==> config.mk <==
export PLATFORM = sky130hd
export DESIGN_NAME = masked_byte_pattern_scanner
export DESIGN_NICKNAME = d
export VERILOG_FILES = /design/src/hdl/mbps_pkg.sv /design/src/hdl/masked_byte_pattern_scanner.sv
export VERILOG_INCLUDE_DIRS = /design/src /design/src/hdl
export SDC_FILE = /design/constraint.sdc
export NUM_CORES = 2
export LEC_CHECK = 0
export BUFFER_PORTS_ARGS = -buffer_cell sky130_fd_sc_hd__buf_4
export CORE_MARGIN = 5
export CORE_UTILIZATION = 63
export CTS_CLUSTER_DIAMETER = 50
export DETAILED_ROUTE_END_ITERATION = 16
export PLACE_DENSITY = 0.82
export SETUP_SLACK_MARGIN = 0.1
export SLEW_MARGIN = 20
export SYNTH_ARGS = -nofsm -noshare
export SYNTH_HDL_FRONTEND = slang
export SYNTH_SLANG_ARGS = --single-unit
==> constraint.sdc <==
create_clock -name clk -period 7.71 [get_ports clk]
set_input_delay 0.771 -clock clk [delete_from_list [all_inputs] [get_ports clk]]
set_output_delay 0.771 -clock clk [all_outputs]
set_load 0.03 [all_outputs]
==> src/hdl/masked_byte_pattern_scanner_macros.svh <==
// assertion macros for the masked byte pattern scanner
`ifndef MASKED_BYTE_PATTERN_SCANNER_MACROS_SVH
`define MASKED_BYTE_PATTERN_SCANNER_MACROS_SVH

`ifndef NO_ASSERTIONS

// same-cycle implication, checked out of reset
`define MBPS_ASSERT_IMPLY(label, clk, rst_n, cond, prop) \
    label: assert property (@(posedge clk) disable iff (!rst_n) (cond) |-> (prop)) \
        else $error("mbps assertion failed");

// next-cycle implication, checked out of reset
`define MBPS_ASSERT_NEXT(label, clk, rst_n, cond, prop) \
    label: assert property (@(posedge clk) disable iff (!rst_n) (cond) |=> (prop)) \
        else $error("mbps assertion failed");

`else

`define MBPS_ASSERT_IMPLY(label, clk, rst_n, cond, prop)
`define MBPS_ASSERT_NEXT(label, clk, rst_n, cond, prop)

`endif

`endif

==> src/hdl/mbps_pkg.sv <==
// shared constants and types for the masked byte pattern scanner
package mbps_pkg;

    // window depth
    localparam int MAX_PATTERN  = 32;
    // pattern storage is four 64-bit words
    localparam int NUM_PAT_BYTES = 32;
    localparam int USABLE_LEN   = (MAX_PATTERN < NUM_PAT_BYTES) ? MAX_PATTERN : NUM_PAT_BYTES;
    localparam int SEEN_W       = $clog2(MAX_PATTERN + 1);
    localparam int PAT_IDX_W    = $clog2(NUM_PAT_BYTES);

    localparam int LEN_W        = 6;
    localparam int MASK_W       = 32;
    localparam int OFFSET_W     = 32;
    localparam int ADDR_W       = 64;
    localparam int CFG_DATA_W   = 64;
    localparam int CFG_INDEX_W  = 3;

    typedef enum logic [CFG_INDEX_W-1:0] {
        CFG_PATTERN_0_7    = 3'd0,
        CFG_PATTERN_8_15   = 3'd1,
        CFG_PATTERN_16_23  = 3'd2,
        CFG_PATTERN_24_31  = 3'd3,
        CFG_COMPARE_MASK   = 3'd4,
        CFG_PATTERN_LENGTH = 3'd5,
        CFG_RESULT_OFFSET  = 3'd6
    } cfg_index_t;

endpackage

==> src/hdl/masked_byte_pattern_scanner.sv <==
// top level of the masked byte pattern scanner
//
// Scans a byte stream, one byte with its address per request, for a pattern of
// up to 32 bytes in which set mask bits mark the compared positions and clear bits
// mark wildcards; buffer_end closes a buffer. The first match in a buffer gives
// found = 1 and the match start address plus the signed result offset; a buffer
// that ends without one gives found = 0. One request is taken every cycle while
// in_stall is low; a result passes through the input register, then the result
// register. The 32 masked byte comparators and the 64-bit address add share the
// single stage between those two registers. The in-stage window and match state
// advance only when that stage moves, so a result held on out_stall stops the input
// side once the input register is also full. Pattern registers may be written while
// no request is in flight; the pattern alignment they feed is registered.
`include "masked_byte_pattern_scanner_macros.svh"

module masked_byte_pattern_scanner (
    input  logic                            clk,
    input  logic                            rst_n,

    input  logic                            cfg_write_en,
    input  logic [mbps_pkg::CFG_INDEX_W-1:0] cfg_index,
    input  logic [mbps_pkg::CFG_DATA_W-1:0] cfg_data,

    input  logic                            in_valid,
    output logic                            in_stall,
    input  logic [7:0]                      data_byte,
    input  logic [mbps_pkg::ADDR_W-1:0]     byte_address,
    input  logic                            buffer_end,

    output logic                            out_valid,
    input  logic                            out_stall,
    output logic                            found,
    output logic [mbps_pkg::ADDR_W-1:0]     match_address
);

    // configuration
    logic [63:0]                       pattern_word_reg [4];
    logic [mbps_pkg::MASK_W-1:0]       compare_mask_reg;
    logic [mbps_pkg::LEN_W-1:0]        pattern_length_reg;
    logic [mbps_pkg::OFFSET_W-1:0]     result_offset_reg;

    // pattern aligned to window positions, newest byte at position 0
    logic [7:0]                        align_pat_reg  [mbps_pkg::USABLE_LEN];
    logic [7:0]                        align_pat_next [mbps_pkg::USABLE_LEN];
    logic [mbps_pkg::USABLE_LEN-1:0]   align_mask_reg;
    logic [mbps_pkg::USABLE_LEN-1:0]   align_mask_next;
    logic                              len_ok_reg;
    logic                              len_ok_next;
    logic [mbps_pkg::ADDR_W-1:0]       addr_adj_reg;
    logic [mbps_pkg::ADDR_W-1:0]       addr_adj_next;

    // input stage
    logic                              s1_valid_reg;
    logic [mbps_pkg::ADDR_W-1:0]       s1_addr_reg;
    logic                              s1_last_reg;
    logic                              restart_reg;
    logic [7:0]                        window_reg  [mbps_pkg::MAX_PATTERN];
    logic [7:0]                        window_next [mbps_pkg::MAX_PATTERN];
    logic [mbps_pkg::SEEN_W-1:0]       seen_reg;
    logic [mbps_pkg::SEEN_W-1:0]       seen_next;
    logic                              matched_reg;
    logic                              matched_next;

    // result stage
    logic                              out_valid_reg;
    logic                              found_reg;
    logic [mbps_pkg::ADDR_W-1:0]       match_address_reg;

    logic                              out_adv;
    logic                              s1_adv;
    logic                              accept;
    logic                              bytes_equal;
    logic                              hit;
    logic                              produce;
    logic [255:0]                      pattern_flat;

    // the result register may load only when it is empty or being taken
    assign out_adv  = !out_valid_reg || !out_stall;
    assign s1_adv   = !s1_valid_reg || out_adv;
    assign in_stall = !s1_adv;
    assign accept   = in_valid && s1_adv;

    // configuration writes
    always_ff @(posedge clk or negedge rst_n)
    begin
        if (!rst_n)
        begin
            for (int i = 0; i < 4; i++)
            begin
                pattern_word_reg[i] <= '0;
            end
            compare_mask_reg   <= '0;
            pattern_length_reg <= '0;
            result_offset_reg  <= '0;
        end
        else if (cfg_write_en)
        begin
            unique case (mbps_pkg::cfg_index_t'(cfg_index))
                mbps_pkg::CFG_PATTERN_0_7:    pattern_word_reg[0] <= cfg_data;
                mbps_pkg::CFG_PATTERN_8_15:   pattern_word_reg[1] <= cfg_data;
                mbps_pkg::CFG_PATTERN_16_23:  pattern_word_reg[2] <= cfg_data;
                mbps_pkg::CFG_PATTERN_24_31:  pattern_word_reg[3] <= cfg_data;
                mbps_pkg::CFG_COMPARE_MASK:
                    compare_mask_reg <= cfg_data[mbps_pkg::MASK_W-1:0];
                mbps_pkg::CFG_PATTERN_LENGTH:
                    pattern_length_reg <= cfg_data[mbps_pkg::LEN_W-1:0];
                mbps_pkg::CFG_RESULT_OFFSET:
                    result_offset_reg <= cfg_data[mbps_pkg::OFFSET_W-1:0];
                default: ;
            endcase
        end
    end

    assign pattern_flat = {pattern_word_reg[3], pattern_word_reg[2],
                           pattern_word_reg[1], pattern_word_reg[0]};

    // window position k compares against pattern byte length-1-k
    always_comb
    begin
        logic [mbps_pkg::LEN_W-1:0]     idx;
        logic [mbps_pkg::PAT_IDX_W-1:0] sel;
        for (int k = 0; k < mbps_pkg::USABLE_LEN; k++)
        begin
            idx = pattern_length_reg - mbps_pkg::LEN_W'(1) - mbps_pkg::LEN_W'(k);
            sel = idx[mbps_pkg::PAT_IDX_W-1:0];
            align_pat_next[k] = pattern_flat[sel*8 +: 8];
            if (k < int'(pattern_length_reg))
            begin
                align_mask_next[k] = compare_mask_reg[sel];
            end
            else
            begin
                align_mask_next[k] = 1'b0;
            end
        end
        len_ok_next = (pattern_length_reg != '0) &&
                      (int'(pattern_length_reg) <= mbps_pkg::USABLE_LEN);
        addr_adj_next =
            {{(mbps_pkg::ADDR_W-mbps_pkg::OFFSET_W){result_offset_reg[mbps_pkg::OFFSET_W-1]}},
             result_offset_reg}
            - {{(mbps_pkg::ADDR_W-mbps_pkg::LEN_W){1'b0}},
               pattern_length_reg - mbps_pkg::LEN_W'(1)};
    end

    always_ff @(posedge clk or negedge rst_n)
    begin
        if (!rst_n)
        begin
            for (int k = 0; k < mbps_pkg::USABLE_LEN; k++)
            begin
                align_pat_reg[k] <= '0;
            end
            align_mask_reg <= '0;
            len_ok_reg     <= 1'b0;
            addr_adj_reg   <= '0;
        end
        else
        begin
            align_pat_reg  <= align_pat_next;
            align_mask_reg <= align_mask_next;
            len_ok_reg     <= len_ok_next;
            addr_adj_reg   <= addr_adj_next;
        end
    end

    // window shift on accept, starting fresh after a buffer end
    always_comb
    begin
        window_next[0] = data_byte;
        for (int i = 1; i < mbps_pkg::MAX_PATTERN; i++)
        begin
            window_next[i] = restart_reg ? 8'd0 : window_reg[i-1];
        end
        if (restart_reg)
        begin
            seen_next = mbps_pkg::SEEN_W'(1);
        end
        else if (seen_reg < mbps_pkg::SEEN_W'(mbps_pkg::MAX_PATTERN))
        begin
            seen_next = seen_reg + mbps_pkg::SEEN_W'(1);
        end
        else
        begin
            seen_next = seen_reg;
        end
    end

    always_ff @(posedge clk or negedge rst_n)
    begin
        if (!rst_n)
        begin
            s1_valid_reg <= 1'b0;
            restart_reg  <= 1'b1;
            seen_reg     <= '0;
            for (int i = 0; i < mbps_pkg::MAX_PATTERN; i++)
            begin
                window_reg[i] <= '0;
            end
        end
        else
        begin
            if (s1_adv)
            begin
                s1_valid_reg <= in_valid;
            end
            if (accept)
            begin
                restart_reg <= buffer_end;
                seen_reg    <= seen_next;
                window_reg  <= window_next;
            end
        end
    end

    always_ff @(posedge clk)
    begin
        if (accept)
        begin
            s1_addr_reg <= byte_address;
            s1_last_reg <= buffer_end;
        end
    end

    // masked compare over the window
    always_comb
    begin
        bytes_equal = 1'b1;
        for (int k = 0; k < mbps_pkg::USABLE_LEN; k++)
        begin
            if (align_mask_reg[k] && (window_reg[k] != align_pat_reg[k]))
            begin
                bytes_equal = 1'b0;
            end
        end
    end

    assign hit = s1_valid_reg && !matched_reg && len_ok_reg && bytes_equal &&
                 (int'(seen_reg) >= int'(pattern_length_reg));
    assign produce = hit || (s1_valid_reg && s1_last_reg && !matched_reg);

    always_comb
    begin
        matched_next = matched_reg;
        if (s1_valid_reg)
        begin
            matched_next = s1_last_reg ? 1'b0 : (matched_reg || hit);
        end
    end

    always_ff @(posedge clk or negedge rst_n)
    begin
        if (!rst_n)
        begin
            matched_reg   <= 1'b0;
            out_valid_reg <= 1'b0;
        end
        else if (out_adv)
        begin
            matched_reg   <= matched_next;
            out_valid_reg <= produce;
        end
    end

    always_ff @(posedge clk)
    begin
        if (out_adv && produce)
        begin
            found_reg         <= hit;
            match_address_reg <= hit ? (s1_addr_reg + addr_adj_reg) : '0;
        end
    end

    assign out_valid     = out_valid_reg;
    assign found         = found_reg;
    assign match_address = match_address_reg;

    `MBPS_ASSERT_IMPLY(a_not_found_zero, clk, rst_n, out_valid && !found, match_address == '0)
    `MBPS_ASSERT_IMPLY(a_stall_cause, clk, rst_n, in_stall, s1_valid_reg && out_valid_reg && out_stall)
    `MBPS_ASSERT_NEXT(a_buffer_end_clears, clk, rst_n, s1_valid_reg && s1_adv && s1_last_reg, !matched_reg)
    `MBPS_ASSERT_IMPLY(a_seen_bound, clk, rst_n, s1_valid_reg, seen_reg <= mbps_pkg::SEEN_W'(mbps_pkg::MAX_PATTERN))

endmodule
==> results.sh <==
export IMPL_yosys_warnings=0
export IMPL_die_w_um=317.3
export IMPL_startpoint_type="register"
export IMPL_finalSetupViolCount=0
export IMPL_async_flop_share=0.8755
export IMPL_dp_cells=6782
export IMPL_hold_violations=0
export IMPL_worstMarginPinSlew_ps=1242
export IMPL_netlist_instances=5612
export IMPL_grt_overflow=0
export IMPL_critical_path_class="register to register"
export IMPL_wire_per_inst_um=30.91
export IMPL_cts_setup_buffers=0
export IMPL_finalNetCount=5889
export IMPL_cellLeakagePower_nw=30.03
export IMPL_synth_compound_area_frac=0.06599
export IMPL_htreeDepth=3
export IMPL_rsz0062_at_grt="no"
export IMPL_p_per_area_mw_per_mm2=470.2
export IMPL_required_ps=8280
export IMPL_routed_wl_um=216800
export IMPL_critical_path_arrival_ps=5940
export IMPL_synth_most_common_cell="dfrtp_1"
export IMPL_finalCritPeriodShare=0.6964
export IMPL_vdd_drop_max_v=0.0003409
export IMPL_status="finished clean"
export IMPL_drt_initial_drc_count=6552
export IMPL_io_buffers=211
export IMPL_slew_headroom=0.1720
export IMPL_syn_area_mm2=0.05948
export IMPL_power_mw=31.17
export IMPL_setup_worst_path_end_class="register"
export IMPL_synth_top_area_cell="dfrtp_1"
export IMPL_insertion_delay_ps=750
export IMPL_die_area_mm2=0.1007
export IMPL_synth_nets=5849
export IMPL_ctsHoldBuffers=0
export IMPL_drive_above_1_share=0.2000
export IMPL_cts_root_buffer="clkbuf_16"
export IMPL_io_pins=212
export IMPL_dp_hpwl_um=164500
export IMPL_cts_sinks=1044
export IMPL_grt_pass1_wl_um=307800
export IMPL_synthSimpleGateAreaFrac=0.1367
export IMPL_numCtsBuffers=119
export IMPL_setup_slack_ps=2341
export IMPL_synth_area_leaders="dfrtp_1 (38%), mux2i_1 (11%), mux2_2 (10%)"
export IMPL_rows=112
export IMPL_place_gp_congestion=1.086
export IMPL_viasPerCell=6.565
export IMPL_synth_edf_count=130
export IMPL_clockBufferDepth=3
export IMPL_synth_top_cell_area_share=0.3841
export IMPL_vias=46050
export IMPL_clk_pin_slew_ps=60
export IMPL_ff2ff_setup_slack_ps=2340
export IMPL_core_area_mm2=0.09347
export IMPL_drtAntennaViolNets=0
export IMPL_ys_ff_latch=1044
export IMPL_grt_use_total=0.4268
export IMPL_synth_mux_area_frac=0.2407
export IMPL_syn2layout_area_growth_pct=11.45
export IMPL_route_detailed_drc=0
export IMPL_grt_pass1_vias=43220
export IMPL_yosysSeqAreaShare=0.4502
export IMPL_drv_cap=0
export IMPL_ys_flop_type="dfrtp_1"
export IMPL_clock_fmax_mhz=186.3
export IMPL_finClkSkew_ps=44.93
export IMPL_start_util=0.6363
export IMPL_fin_util=0.7092
export IMPL_grt_max_degree=217
export IMPL_hold_path_class="input port to async pin"
export IMPL_synth_fa_ha_area_frac=0.01961
export IMPL_final_cell_count_no_fill=7015
export IMPL_synthXorXnorAreaFrac=0.05735
export IMPL_synth_top_family_by_area="multiplexers"
export IMPL_antenna_found_initial=6
export IMPL_post_place_ws_ps=2518
export IMPL_cp_max_fo=67
export IMPL_synth_common_cells="dfrtp_1 (913), nand2_1 (896), mux2i_1 (655)"
export IMPL_post_cts_resized=0
export IMPL_fin_crit_ps=5369
export IMPL_synthDistinctLibCells=83
export IMPL_drt_pre_antenna_iters=6
export IMPL_maxSlewViolCount=0
export IMPL_cts_tree="done"
export IMPL_syn_area_per_cell_um2=10.60
export IMPL_die_h_um=317.3
export IMPL_tns_ps=0
==> critical path: stages (launching register included) <==
cell	delay, ps
dfrtp_4	970
inv_6	380
ha_4	360
xnor2_4	160
inv_2	310
buf_4	520
ha_1	480
xor2_4	790
mux2_2	800
mux2i_1	300
nor2_1	60
==> logic make-up after synthesis <==
logic type	Yosys count
mux	1264
xor+xnor	368
flops	1044
fa+ha+maj	92
compound gates	689
buf+inv	430
simple gates	1725
==> path summary, 6_finish.rpt <==
| check | cells past startpoint | start | to |
|---|---|---|---|
| worst min-delay path | 1 | rst_n | align_pat_reg[60] |
| worst min register to register | 1 | s1_last_reg | matched_reg |
| max in group asynchronous | 3 | rst_n | pattern_flat[138] |
| worst max-delay path | 10 | pattern_length_reg[0] | align_mask_reg[15] |
| min in group clk | 1 | byte_address[35] | s1_addr_reg[35] |
| worst max register to register | 10 | pattern_length_reg[0] | align_mask_reg[15] |
==> routing by layer <==
metal | vias up | track usage | share of wire
met3 | 493 | 0.1468 | 0.12
met2 | 2566 | 0.5974 | 0.41
li1 | 19870 | - | -
met4 | 0 | 0.2162 | 0.066
met5 | - | 0 | 0
met1 | 23130 | 0.5943 | 0.40
==> placed cells by master (no fill, tap or decap), drive strengths merged, types with 15 or more instances in the layout <==
cell type and instances:
a211oi 44, a21o 39, a21oi 316, a31oi 17
and2 26, buf 273, bufinv 17, clkbuf 149
clkinv 34, dfrtp 913, edfxtp 130, ha 90
inv 92, mux2 529, mux2i 655, mux4 80
nand2 899, nand3b 251, nand4 93, nor2 289
nor2b 40, nor3 71, o21ai 202, o21bai 15
xnor2 324, xor2 44
==> through the flow <==
step	cell area, um2	hold WS [ps]
after detailed placement	61950	476.3
after floorplan	59480	438.9
final	66290	39.21
after global routing	66280	65.64
after global placement	61930	457.8
after CTS	66190	39.08
==> where the power goes <==
part           total (mW)  internal, mW  switching, mW
sequential           8.81          7.03           1.78
clock                6.09          3.59           2.50
combinational        16.3          6.20           10.1
==> layout make-up <==
class | count | area [um2]
Antenna cell | 5 | 12.51
Clock buffer | 149 | 3241
Clock inverter | 76 | 1005
Fill cell | 6819 | 27180
Inverter | 76 | 300.3
Multi-Input combinational cell | 4138 | 31130
Sequential cell | 1044 | 26790
Tap cell | 1254 | 1569
Timing Repair Buffer | 273 | 2242
No activity file was read; power rests on OpenSTA's default activity.
